===== config.mk =====
export PLATFORM = sky130hd
export DESIGN_NAME = periodic_task_tick_scheduler
export DESIGN_NICKNAME = d
export VERILOG_FILES = /design/src/hdl/ptts_pkg.sv /design/src/hdl/ptts_slot_mem.sv /design/src/hdl/periodic_task_tick_scheduler.sv
export SDC_FILE = /design/constraint.sdc
export NUM_CORES = 1
export LEC_CHECK = 0
export ABC_AREA = 1
export ABC_CLOCK_PERIOD_IN_PS = 5800
export BUFFER_PORTS_ARGS = -buffer_cell sky130_fd_sc_hd__buf_2
export CAP_MARGIN = 10
export CORE_ASPECT_RATIO = 0.9
export CORE_UTILIZATION = 40
export DETAILED_ROUTE_END_ITERATION = 8
export GPL_ROUTABILITY_DRIVEN = 0
export GPL_TIMING_DRIVEN = 0
export RECOVER_POWER = 50
export SYNTH_ARGS = -nofsm -noshare
export SYNTH_HDL_FRONTEND = slang
export SYNTH_SLANG_ARGS = --single-unit

===== constraint.sdc =====
create_clock -name clk -period 5.8 [get_ports clk]
set_input_delay 0.29 -clock clk [delete_from_list [all_inputs] [get_ports clk]]
set_output_delay 0.29 -clock clk [all_outputs]
set_load 0.005 [all_outputs]

===== src/hdl/ptts_pkg.sv =====
// ----------------------------------------------------------------------------
// Periodic task tick scheduler package
// Shared constants for the tick scheduler and its slot store.
// ----------------------------------------------------------------------------
`default_nettype none

package ptts_pkg;

  localparam int DEFAULT_TASK_SLOTS = 8;
  localparam int TICK_W             = 32;
  localparam int OP_W               = 2;
  localparam int TASK_W             = 3;
  localparam int TWENTY_W           = 5;
  localparam int SLOT_DATA_W        = 2 * TICK_W;

  localparam logic [OP_W-1:0] OP_TICK  = 2'd0;
  localparam logic [OP_W-1:0] OP_SETUP = 2'd1;
  localparam logic [OP_W-1:0] OP_QUERY = 2'd2;

  localparam logic [TWENTY_W-1:0] TWENTY_GROUP = 5'd20;

  localparam int IN_TDATA_W  = 72;
  localparam int OUT_TDATA_W = 72;

endpackage : ptts_pkg

`default_nettype wire


===== src/hdl/ptts_slot_mem.sv =====
// ----------------------------------------------------------------------------
// Task slot store
// One-port-write, one-port-read synchronous memory holding the period and
// countdown of every slot, with per-entry valid bits so that unwritten
// entries read as zero right after reset.
// ----------------------------------------------------------------------------
`default_nettype none

module ptts_slot_mem
  import ptts_pkg::*;
#(
  parameter int TASK_SLOTS = DEFAULT_TASK_SLOTS,
  parameter int SLOT_AW    = (TASK_SLOTS > 1) ? $clog2(TASK_SLOTS) : 1
) (
  input  wire logic                   clk,
  input  wire logic                   rst_n,
  input  wire logic                   wr_en,
  input  wire logic [SLOT_AW-1:0]     wr_addr,
  input  wire logic [SLOT_DATA_W-1:0] wr_data,
  input  wire logic                   rd_en,
  input  wire logic [SLOT_AW-1:0]     rd_addr,
  output logic      [SLOT_DATA_W-1:0] rd_data
);

  logic [SLOT_DATA_W-1:0] mem [TASK_SLOTS];
  logic [TASK_SLOTS-1:0]  valid_r;
  logic [SLOT_DATA_W-1:0] rd_q_r;
  logic                   rd_valid_r;

  always_ff @(posedge clk) begin
    if (wr_en) begin
      mem[wr_addr] <= wr_data;
    end
    if (rd_en) begin
      rd_q_r <= mem[rd_addr];
    end
  end

  always_ff @(posedge clk) begin
    if (!rst_n) begin
      valid_r    <= '0;
      rd_valid_r <= 1'b0;
    end else begin
      if (wr_en) begin
        valid_r[wr_addr] <= 1'b1;
      end
      if (rd_en) begin
        rd_valid_r <= valid_r[rd_addr];
      end
    end
  end

  assign rd_data = rd_valid_r ? rd_q_r : '0;

endmodule : ptts_slot_mem

`default_nettype wire


===== src/hdl/periodic_task_tick_scheduler.sv =====
// ----------------------------------------------------------------------------
// Periodic task tick scheduler
// Counts millisecond ticks, walks the task slots on each tick and reports
// which slot fires, and answers elapsed-time queries.
// ----------------------------------------------------------------------------
// Every word taken on the in_ channel yields exactly one word on the out_
// channel. in_tuser selects the operation: a tick, a slot set-up or an
// elapsed-time query. A set-up writes the slot's period and countdown; a
// period of zero disables the slot.
// The block handles one word at a time. A set-up or a query goes from
// acceptance straight to the result; a tick first walks the slots, all
// of them when no slot fires: the slot walk reads one slot per cycle from
// the slot memory, writes it back in the cycle after, and stops at the
// first slot that fires.
// The result sits in an output register. in_tready returns high once the
// result is loaded there, so one more word may be taken while the receiver
// stalls; its result then waits in the block until the register is free.
// Reset clears the tick count, the twenty-tick counter and all slots.
// ----------------------------------------------------------------------------
`default_nettype none

module periodic_task_tick_scheduler
  import ptts_pkg::*;
#(
  parameter int TASK_SLOTS = DEFAULT_TASK_SLOTS
) (
  input  wire logic                   clk,
  input  wire logic                   rst_n,
  input  wire logic                   in_tvalid,
  output logic                        in_tready,
  // [2:0] task_index, [34:3] period, [66:35] start_time, rest zero
  input  wire logic [IN_TDATA_W-1:0]  in_tdata,
  // [1:0] operation
  input  wire logic [OP_W-1:0]        in_tuser,
  output logic                        out_tvalid,
  input  wire logic                   out_tready,
  // [2:0] fired_task, [3] twenty_tick_pulse, [35:4] now_ticks,
  // [67:36] elapsed_ticks, rest zero
  output logic [OUT_TDATA_W-1:0]      out_tdata,
  // [0] fired_valid
  output logic [0:0]                  out_tuser
);

  localparam int SLOT_AW = (TASK_SLOTS > 1) ? $clog2(TASK_SLOTS) : 1;
  localparam int SLOT_CW = $clog2(TASK_SLOTS + 1);
  localparam int IDX_CMP_W = 6;

  localparam logic [1:0] ST_IDLE = 2'd0;
  localparam logic [1:0] ST_SCAN = 2'd1;
  localparam logic [1:0] ST_DONE = 2'd2;

  logic [1:0]          state_r, state_nxt;
  logic [TICK_W-1:0]   tick_count_r, tick_count_nxt;
  logic [TWENTY_W-1:0] twenty_r, twenty_nxt;
  logic [SLOT_CW-1:0]  rd_idx_r, rd_idx_nxt;
  logic                ev_valid_r, ev_valid_nxt;
  logic [SLOT_AW-1:0]  ev_idx_r, ev_idx_nxt;
  logic                res_fired_r, res_fired_nxt;
  logic [TASK_W-1:0]   res_task_r, res_task_nxt;
  logic                res_pulse_r, res_pulse_nxt;
  logic [TICK_W-1:0]   res_elapsed_r, res_elapsed_nxt;
  logic                out_valid_r, out_valid_nxt;
  logic [OUT_TDATA_W-1:0] out_data_r, out_data_nxt;
  logic                out_fired_r, out_fired_nxt;

  logic [OP_W-1:0]     in_op;
  logic [TASK_W-1:0]   in_idx;
  logic [TICK_W-1:0]   in_period;
  logic [TICK_W-1:0]   in_start;
  logic                in_acc;

  logic                   mem_wr_en;
  logic [SLOT_AW-1:0]     mem_wr_addr;
  logic [SLOT_DATA_W-1:0] mem_wr_data;
  logic                   mem_rd_en;
  logic [SLOT_AW-1:0]     mem_rd_addr;
  logic [SLOT_DATA_W-1:0] mem_rd_data;

  logic [TICK_W-1:0]   ev_countdown;
  logic [TICK_W-1:0]   ev_period;
  logic                ev_fire;
  logic                out_free;

  assign in_op     = in_tuser;
  assign in_idx    = in_tdata[2:0];
  assign in_period = in_tdata[34:3];
  assign in_start  = in_tdata[66:35];

  assign in_tready = (state_r == ST_IDLE);
  assign in_acc    = in_tvalid && in_tready;
  assign out_free  = !out_valid_r || out_tready;

  assign ev_countdown = mem_rd_data[TICK_W-1:0];
  assign ev_period    = mem_rd_data[SLOT_DATA_W-1:TICK_W];
  assign ev_fire      = (state_r == ST_SCAN) && ev_valid_r &&
                        (ev_countdown == '0) && (ev_period != '0);

  ptts_slot_mem #(
    .TASK_SLOTS (TASK_SLOTS),
    .SLOT_AW    (SLOT_AW)
  ) u_slot_mem (
    .clk     (clk),
    .rst_n   (rst_n),
    .wr_en   (mem_wr_en),
    .wr_addr (mem_wr_addr),
    .wr_data (mem_wr_data),
    .rd_en   (mem_rd_en),
    .rd_addr (mem_rd_addr),
    .rd_data (mem_rd_data)
  );

  always_comb begin
    state_nxt       = state_r;
    tick_count_nxt  = tick_count_r;
    twenty_nxt      = twenty_r;
    rd_idx_nxt      = rd_idx_r;
    ev_valid_nxt    = 1'b0;
    ev_idx_nxt      = ev_idx_r;
    res_fired_nxt   = res_fired_r;
    res_task_nxt    = res_task_r;
    res_pulse_nxt   = res_pulse_r;
    res_elapsed_nxt = res_elapsed_r;
    out_valid_nxt   = out_valid_r && !out_tready;
    out_data_nxt    = out_data_r;
    out_fired_nxt   = out_fired_r;
    mem_wr_en       = 1'b0;
    mem_wr_addr     = ev_idx_r;
    mem_wr_data     = mem_rd_data;
    mem_rd_en       = 1'b0;
    mem_rd_addr     = rd_idx_r[SLOT_AW-1:0];

    case (state_r)
      ST_IDLE: begin
        if (in_acc) begin
          res_fired_nxt   = 1'b0;
          res_task_nxt    = '0;
          res_pulse_nxt   = 1'b0;
          res_elapsed_nxt = '0;
          rd_idx_nxt      = '0;
          state_nxt       = ST_DONE;
          case (in_op)
            OP_TICK: begin
              tick_count_nxt = tick_count_r + TICK_W'(1);
              if (twenty_r + TWENTY_W'(1) == TWENTY_GROUP) begin
                twenty_nxt    = '0;
                res_pulse_nxt = 1'b1;
              end else begin
                twenty_nxt = twenty_r + TWENTY_W'(1);
              end
              state_nxt = ST_SCAN;
            end
            OP_SETUP: begin
              if (IDX_CMP_W'(in_idx) < IDX_CMP_W'(TASK_SLOTS)) begin
                mem_wr_en   = 1'b1;
                mem_wr_addr = SLOT_AW'(in_idx);
                mem_wr_data = {in_period, in_period};
              end
            end
            OP_QUERY: begin
              res_elapsed_nxt = tick_count_r - in_start;
            end
            default: begin
            end
          endcase
        end
      end
      ST_SCAN: begin
        if (ev_valid_r) begin
          if (ev_countdown != '0) begin
            mem_wr_en   = 1'b1;
            mem_wr_data = {ev_period, ev_countdown - TICK_W'(1)};
          end else if (ev_period != '0) begin
            mem_wr_en   = 1'b1;
            mem_wr_data = {ev_period, ev_period};
          end
        end
        if (ev_fire) begin
          res_fired_nxt = 1'b1;
          res_task_nxt  = TASK_W'(ev_idx_r);
          state_nxt     = ST_DONE;
        end else if (ev_valid_r && ev_idx_r == SLOT_AW'(TASK_SLOTS - 1)) begin
          state_nxt = ST_DONE;
        end else if (rd_idx_r != SLOT_CW'(TASK_SLOTS)) begin
          mem_rd_en    = 1'b1;
          ev_valid_nxt = 1'b1;
          ev_idx_nxt   = rd_idx_r[SLOT_AW-1:0];
          rd_idx_nxt   = rd_idx_r + SLOT_CW'(1);
        end
      end
      ST_DONE: begin
        if (out_free) begin
          out_valid_nxt = 1'b1;
          out_fired_nxt = res_fired_r;
          out_data_nxt  = {4'b0000, res_elapsed_r, tick_count_r, res_pulse_r,
                           res_task_r};
          state_nxt     = ST_IDLE;
        end
      end
      default: begin
        state_nxt = ST_IDLE;
      end
    endcase
  end

  always_ff @(posedge clk) begin
    if (!rst_n) begin
      state_r      <= ST_IDLE;
      tick_count_r <= '0;
      twenty_r     <= '0;
      rd_idx_r     <= '0;
      ev_valid_r   <= 1'b0;
      out_valid_r  <= 1'b0;
    end else begin
      state_r      <= state_nxt;
      tick_count_r <= tick_count_nxt;
      twenty_r     <= twenty_nxt;
      rd_idx_r     <= rd_idx_nxt;
      ev_valid_r   <= ev_valid_nxt;
      out_valid_r  <= out_valid_nxt;
    end
  end

  always_ff @(posedge clk) begin
    ev_idx_r      <= ev_idx_nxt;
    res_fired_r   <= res_fired_nxt;
    res_task_r    <= res_task_nxt;
    res_pulse_r   <= res_pulse_nxt;
    res_elapsed_r <= res_elapsed_nxt;
    out_data_r    <= out_data_nxt;
    out_fired_r   <= out_fired_nxt;
  end

  assign out_tvalid = out_valid_r;
  assign out_tdata  = out_data_r;
  assign out_tuser  = out_fired_r;

endmodule : periodic_task_tick_scheduler

`default_nettype wire

Yosys cells after proc, flatten, opt, wreduce, memory -nomap -nowiden
Memory sizes are Yosys's and may differ from the RTL's. A register that Yosys moved wholly into a read port is not among the register bits.
Index checks and enable logic that the tools add are counted.
{ "word_totals": {"in_bits": 78, "ramBits": 512, "mem_count": 1, "reg_bits": 163, "output_inout_bits": 75} }
{ "classes": {"n_addsub": 5, "bitwise": 3, "n_mux": 47, "reduce_logical": 23, "magnitude_cmp": 3, "n_eq_ne": 14} }
{ "mem_list": {"columns": ["memory", "depth", "width", "rd", "rd_clocked_by_memory_dff", "write_ports", "line_no", "rtl"], "rows": [
  ["u_slot_mem.mem", 8, 64, 1, 1, 1, "ptts_slot_mem.sv:25", "logic [SLOT_DATA_W-1:0] mem [TASK_SLOTS];"]
]} }
{ "op_table": {"columns": ["op", "count"], "rows": [
  ["64-bit two-way mux", 3],
  ["64-bit one-hot mux with 2 select lines", 1],
  ["32-bit two-way mux", 3],
  ["32-bit nonzero test", 2],
  ["32-bit by 1-bit adder with 32-bit output (second input constant)", 1],
  ["32-bit logical NOT", 1],
  ["32-bit by 1-bit subtractor with 32-bit output (second input constant)", 1],
  ["32-bit subtractor", 1],
  ["1-bit two-way mux", 18],
  ["4-bit two-way mux", 4],
  ["3-bit two-way mux", 5],
  ["2-bit two-way mux", 5],
  ["3-bit AND reduction", 3],
  ["3-bit by 4-bit less-than comparator with 1-bit output (second input constant)", 2],
  ["2-bit inequality test (second input constant)", 4],
  ["8-bit bitwise OR", 1],
  ["4-bit one-hot mux with 2 select lines", 1],
  ["1-bit logical AND", 7],
  ["2-bit one-hot mux with 3 select lines", 1],
  ["3-bit one-hot mux with 2 select lines", 1],
  ["5-bit by 1-bit adder with 5-bit output (second input constant)", 1],
  ["5-bit equality test (second input constant)", 1],
  ["5-bit two-way mux", 1],
  ["5-bit AND reduction", 1],
  ["18 further kinds", 26]
]} }

Depth between registers and ports, before layout
{ "logic_depth": {"word_depth": 9, "mapped_depth": 16} }

Hierarchy
A second synthesis with hierarchy kept.
{ "hier_totals": {"cells_unflattened": 3382, "area_unflattened_um2": 33762.4} }
{ "by_module_without_submodules": {"columns": ["mod", "instances", "cells_per_inst", "area_per_inst_um2", "seq_area_each_um2"], "rows": [
  ["ptts_slot_mem", 1, 1717, 22524.1, 17476.8],
  ["periodic_task_tick_scheduler", 1, 1665, 11238.3, 4174.0]
]} }

Worst setup path after synthesis
No wires, ideal clock.
{ "synth_timing": {"path_type": "register to register", "start": "register state_r[1]", "end": "memory u_slot_mem.mem[0][0] (netlist bit) (enable)", "n_path_buf": 1, "stages_incl_launch_ff": 9, "setup_time_ns": 0.486, "t_arrival_ns": 4.560, "setup_slack_ns": 0.753, "cell_sequence": "dfxtp_1 buf_2 nor2_4 inv_2 nor2_4 nand2_2 o21ai_0 nand2_1 nor2_1"} }
{ "synth_via": {"elab_chain_cells": 6, "word_cells_on_any_way": 9, "cone_classes": "1 x eq/ne; 6 x mux; 2 x reduce/logical"} }
{ "synth_rtl": {"columns": ["item", "line_no", "rtl"], "rows": [
  ["start, declared", "periodic_task_tick_scheduler.sv:52", "logic [1:0] state_r, state_nxt;"],
  ["start signal, assigned", "periodic_task_tick_scheduler.sv:214", "state_r <= state_nxt;"],
  ["2-bit logical NOT *", "periodic_task_tick_scheduler.sv:89", "assign in_tready = (state_r == ST_IDLE);"],
  ["named net in_tready", "periodic_task_tick_scheduler.sv:30", "output logic in_tready,"],
  ["1-bit logical AND", "periodic_task_tick_scheduler.sv:90", "assign in_acc = in_tvalid && in_tready;"],
  ["1-bit two-way mux", "periodic_task_tick_scheduler.sv:134", "if (in_acc) begin"],
  ["1-bit one-hot mux with 2 select lines", "periodic_task_tick_scheduler.sv:132", "case (state_r)"],
  ["1-bit two-way mux", "ptts_slot_mem.sv:31", "if (wr_en) begin"],
  ["1-bit two-way mux (not written as such)", "ptts_slot_mem.sv:32", "mem[wr_addr] <= wr_data;"],
  ["end, declared", "ptts_slot_mem.sv:25", null]
]} }
Mark *: on every way through the listed nets, which the timed path passes. The rest lies on a longest branch.

Worst setup path in the final report
{ "layout_timing": {"start": "register state_r[1]", "end": "memory u_slot_mem.mem[0][36] (netlist bit) (enable)"} }
{ "layout_via": {"elab_chain_cells": 6, "word_cells_on_any_way": 9, "cone_classes": "1 x eq/ne; 6 x mux; 2 x reduce/logical"} }
{ "layout_rtl": {"columns": ["item", "line_no"], "rows": [
  ["2-bit logical NOT", "periodic_task_tick_scheduler.sv:89, periodic_task_tick_scheduler.sv:132"],
  ["1-bit logical AND", "periodic_task_tick_scheduler.sv:90"],
  ["1-bit two-way mux", "periodic_task_tick_scheduler.sv:134"],
  ["1-bit one-hot mux with 2 select lines", "periodic_task_tick_scheduler.sv:132"],
  ["1-bit two-way mux", "ptts_slot_mem.sv:31"],
  ["1-bit two-way mux (not written as such)", "ptts_slot_mem.sv:32"]
]} }
Several ways; a longest one is shown, not always the timed one.

==> metrics.txt <==
# TYPE chip_impl_metric gauge
chip_impl_metric{name="overflow",unit=""} 0
chip_impl_metric{name="path_buf_inv",unit=""} 4
chip_impl_metric{name="final_min_period_over_clock_period",unit="%"} 83.75
chip_impl_info{name="post-synth-top-area-cell",value="sky130_fd_sc_hd__edfxtp_1"} 1
chip_impl_metric{name="synth_edf_count",unit=""} 685
chip_impl_metric{name="grt_start_max_net_pins",unit=""} 65
chip_impl_info{name="unrepaired_setup_endpoints_after_global_routing",value="false"} 1
chip_impl_metric{name="async_reset_ff_share",unit="%"} 0
chip_impl_metric{name="drt-pass1-iter-count",unit=""} 6
chip_impl_metric{name="cts_max_path_buffers",unit=""} 3
chip_impl_metric{name="fmax",unit="MHz"} 205.9
chip_impl_metric{name="cts_hold_buffers",unit=""} 0
chip_impl_metric{name="syn_inst",unit=""} 3243
chip_impl_metric{name="number_of_nets_still_failing_antenna_checks_after_routing",unit=""} 0
chip_impl_metric{name="yosys.cell_types.count",unit=""} 47
chip_impl_metric{name="detailed_place_hpwl",unit="µm"} 68070
chip_impl_metric{name="min_period",unit="ps"} 4857
chip_impl_info{name="setup.worst_path.end_class",value="register"} 1
chip_impl_metric{name="via_count",unit=""} 24846
chip_impl_metric{name="portBuffers",unit=""} 142
chip_impl_info{name="critical_path.most_common_cell",value="sky130_fd_sc_hd__nor2_1"} 1
chip_impl_metric{name="arrival_time_of_the_worst_setup_path",unit="ps"} 5170
chip_impl_metric{name="timing.reg2reg.worst_path_depth",unit=""} 10
chip_impl_metric{name="data_required_time_at_the_worst_endpoint",unit="ps"} 6110
chip_impl_metric{name="synthToLayoutAreaGrowth",unit="%"} 14.19
chip_impl_metric{name="floorplan.die_area",unit="mm²"} 0.08412
chip_impl_info{name="hold_path_class",value="in -> reg"} 1
chip_impl_metric{name="cts_setup_buffers",unit=""} 0
chip_impl_metric{name="vias_in_the_first_global_route",unit=""} 23284
chip_impl_metric{name="i_o_pin_cnt",unit=""} 153
chip_impl_info{name="critical_path_class",value="reg -> reg"} 1
chip_impl_metric{name="total_power",unit="mW"} 12.37
chip_impl_info{name="tritoncts",value="built"} 1
chip_impl_metric{name="synth_seq_cells",unit=""} 739
chip_impl_metric{name="cp_slowest_stage_delay",unit="ps"} 1020
chip_impl_metric{name="synth_top_area_share",unit="%"} 61.99
chip_impl_metric{name="hold_violations",unit=""} 0
chip_impl_info{name="yosys_most_used_dff",value="sky130_fd_sc_hd__edfxtp_1"} 1
chip_impl_metric{name="die-width",unit="µm"} 305.6
chip_impl_metric{name="leakage",unit="nW"} 14.29
chip_impl_metric{name="fp.dieH",unit="µm"} 275.3
chip_impl_metric{name="timing.critical_path.fanout_max",unit=""} 30
chip_impl_metric{name="grt_first_pass_wirelength",unit="µm"} 143700
chip_impl_metric{name="maxCapViolations",unit=""} 3
chip_impl_metric{name="clk_latency",unit="ps"} 640
chip_impl_metric{name="vdd_drop_max",unit="µV"} 258.2
chip_impl_metric{name="final_net_count",unit=""} 3602
chip_impl_metric{name="floorplan.rows",unit=""} 99
chip_impl_metric{name="detailedRoute.firstIterationViolations",unit=""} 2814
chip_impl_metric{name="finalCoreUtilization",unit="%"} 46.42
chip_impl_metric{name="critical_path_depth",unit=""} 10
chip_impl_metric{name="post_route_cells_drive_above_1_share",unit="%"} 9.304
chip_impl_info{name="synth_top_cells_by_area",value="sky130_fd_sc_hd__edfxtp_1 (62%), sky130_fd_sc_hd__nor2_1 (7.2%), sky130_fd_sc_hd__nand2_1 (6.3%)"} 1
chip_impl_info{name="worst_setup_start_kind",value="register"} 1
chip_impl_metric{name="track_usage",unit="%"} 22.64
chip_impl_metric{name="syn-mean-instance-area",unit="µm²"} 10.23
chip_impl_metric{name="final_design_area_no_fill",unit="mm²"} 0.03789
chip_impl_metric{name="final-max-slew-violation-count",unit=""} 95
chip_impl_metric{name="synth.yosys.seq_area_share",unit="%"} 65.24
chip_impl_metric{name="syn-cell-area",unit="mm²"} 0.03318
chip_impl_metric{name="slew_headroom",unit="%"} -26.85
chip_impl_metric{name="detail_route.vias_per_cell",unit=""} 5.390
chip_impl_metric{name="final.setup_skew",unit="ps"} 42.03
chip_impl_info{name="cpLargestDelayFamily",value="simple AND/OR/NAND/NOR gates"} 1
chip_impl_metric{name="grt_antenna_before_repair",unit=""} 5
chip_impl_metric{name="wl_per_cell",unit="µm"} 20.78
chip_impl_metric{name="ctsResizeCount",unit=""} 0
chip_impl_metric{name="setup-violations-final",unit=""} 0
chip_impl_info{name="path_cells",value="clkbuf_1 -> nor2_1 -> inv_2 -> nor2_1 -> nand2_2 -> clkbuf_1 -> nand2_1 -> nand2_1 -> nor2_1 -> buf_12"} 1
chip_impl_metric{name="cts.sinks",unit=""} 739
chip_impl_metric{name="drc",unit=""} 0
chip_impl_metric{name="start_util",unit="%"} 40.65
chip_impl_info{name="cts_root_buffer",value="sky130_fd_sc_hd__clkbuf_16"} 1
chip_impl_metric{name="floorplan.core_area",unit="mm²"} 0.08163
chip_impl_metric{name="drt-total-wl",unit="µm"} 95820
chip_impl_metric{name="dpl-instance-area",unit="mm²"} 0.03554
chip_impl_info{name="critical_path.slowest_cell",value="sky130_fd_sc_hd__nor2_1"} 1
chip_impl_metric{name="number_of_buffers_created_by_cts",unit=""} 78
chip_impl_metric{name="power_density_cells",unit="mW/mm²"} 326.4
chip_impl_metric{name="hold_depth",unit=""} 4
chip_impl_info{name="failed_checks",value="capacitance limit, slew limit"} 1
chip_impl_metric{name="clk_pin_slew",unit="ps"} 60
chip_impl_metric{name="worstMarginPinSlew",unit="ps"} 1903
chip_impl_info{name="outcome",value="complete, but fails checks"} 1
chip_impl_metric{name="h_tree_level_count",unit=""} 3
chip_impl_metric{name="yosys_warnings",unit=""} 0
==> tightest hold or removal path, delay by kind of cell <==
kind / cells / cell delay (ps)
AO/OA/AOI/OAI: 1 / 70
AND/OR/NAND/NOR: 1 / 60
buffers and inverters: 2 / 150
==> registers in the layout, summed over array words and instances (netlist names) <==
name,count
u_slot_mem.mem,512
out_tdata,68
u_slot_mem.rd_q_r,64
res_elapsed_r,32
tick_count_r,32
u_slot_mem.valid_r,8
twenty_r,5
rd_idx_r,4
ev_idx_r,3
res_task_r,3
state_r,2
ev_valid_r,1
out_tuser,1
out_tvalid,1
res_fired_r,1
res_pulse_r,1
u_slot_mem.rd_valid_r,1
==> layout make-up <==
type                            instances  area, µm²
Timing Repair Buffer                  159      932.1
Antenna cell                            3      7.507
Inverter                              209      802.0
Buffer                                151      650.6
Clock buffer                           98       2090
Clock inverter                         44      394.1
Fill cell                            7627      43740
Sequential cell                       739      21650
Tap cell                             1060       1326
Multi-Input combinational cell       2147      10040
==> through the flow <==
step / setup slack (ps) / hold WS [ps] / TNS [ps] / instances
final: 942.5 / 19.92 / 0 / 4610
after CTS: 1570 / 8.792 / 0 / 4603
after detailed placement: 1550 / 404.5 / 0 / 4461
after global routing: 780.9 / 10.24 / 0 / 4608
after floorplan: 753.4 / 400.3 / 0 / 3246
after global placement: -2034 / 401.5 / -129750 / 4448
==> cell families after synthesis <==
kind of cell / after synthesis / synth area share (%)
AO/OA/AOI/OAI: 690 / 11.13
XOR/XNOR: 29 / 0.7654
adder cells (fa/ha/maj): 39 / 1.493
buffers and inverters: 360 / 4.385
flip-flops: 739 / 65.24
other: 1 / 0.01130
AND/OR/NAND/NOR: 1385 / 16.97
==> cells in the mapped netlist, types with 24 or more instances <==
library cell               number
sky130_fd_sc_hd__o22ai_1       72
sky130_fd_sc_hd__nand3_1       86
sky130_fd_sc_hd__o21ai_0      366
sky130_fd_sc_hd__nor2_1       640
sky130_fd_sc_hd__clkbuf_1     108
sky130_fd_sc_hd__a31oi_1       66
sky130_fd_sc_hd__nand2_2       26
sky130_fd_sc_hd__edfxtp_1     685
sky130_fd_sc_hd__dfxtp_1       54
sky130_fd_sc_hd__nand2_1      557
sky130_fd_sc_hd__a21oi_1      147
sky130_fd_sc_hd__ha_1          38
sky130_fd_sc_hd__nor3_1        24
sky130_fd_sc_hd__inv_1        203
==> placed cells by master, fill, tap and decap left out, types with 13 or more instances in the layout <==
cell and instances:
sky130_fd_sc_hd__nor2_1 644, sky130_fd_sc_hd__nand2_1 558, sky130_fd_sc_hd__a31oi_1 66, sky130_fd_sc_hd__nand2_2 25, sky130_fd_sc_hd__xor2_1 20, sky130_fd_sc_hd__o21ai_0 367
sky130_fd_sc_hd__clkbuf_16 80, sky130_fd_sc_hd__edfxtp_1 685, sky130_fd_sc_hd__clkbuf_1 159, sky130_fd_sc_hd__buf_2 130, sky130_fd_sc_hd__clkinv_2 13, sky130_fd_sc_hd__a21oi_1 147
sky130_fd_sc_hd__nand3_1 87, sky130_fd_sc_hd__inv_1 196, sky130_fd_sc_hd__nor3_1 24, sky130_fd_sc_hd__clkinv_1 14, sky130_fd_sc_hd__ha_1 38, sky130_fd_sc_hd__buf_1 16
sky130_fd_sc_hd__o21ai_1 15, sky130_fd_sc_hd__o22ai_1 72, sky130_fd_sc_hd__dfxtp_1 54
==> layer usage <==
metal	vias to the layer above	wire, µm	track usage [%]
met1	11870	42140	31.47
met4	8	2671	7.048
met2	1051	42750	35.75
met3	190	8160	4.561
li1	11727	-	-
met5	-	92	0
==> worst paths after layout <==
check | startpoint | to | slack (ps)
setup / recovery | state_r[1] | u_slot_mem.mem[0][36] | 940
hold reg to reg | res_elapsed_r[0] | out_tdata[36] | 420
setup reg to reg | state_r[1] | u_slot_mem.mem[0][36] | 940
hold / removal | out_tready | out_tvalid | 20
==> where the power goes <==
| part | leakage [nW] | internal, mW | switching [mW] |
|---|---|---|---|
| Combinational | 6.22 | 0.408 | 1.07 |
| Sequential | 6.87 | 5.97 | 0.0385 |
| Clock | 1.21 | 2.79 | 2.09 |
| Total | 14.3 | 9.17 | 3.19 |
No activity file was read; power rests on OpenSTA's default activity.
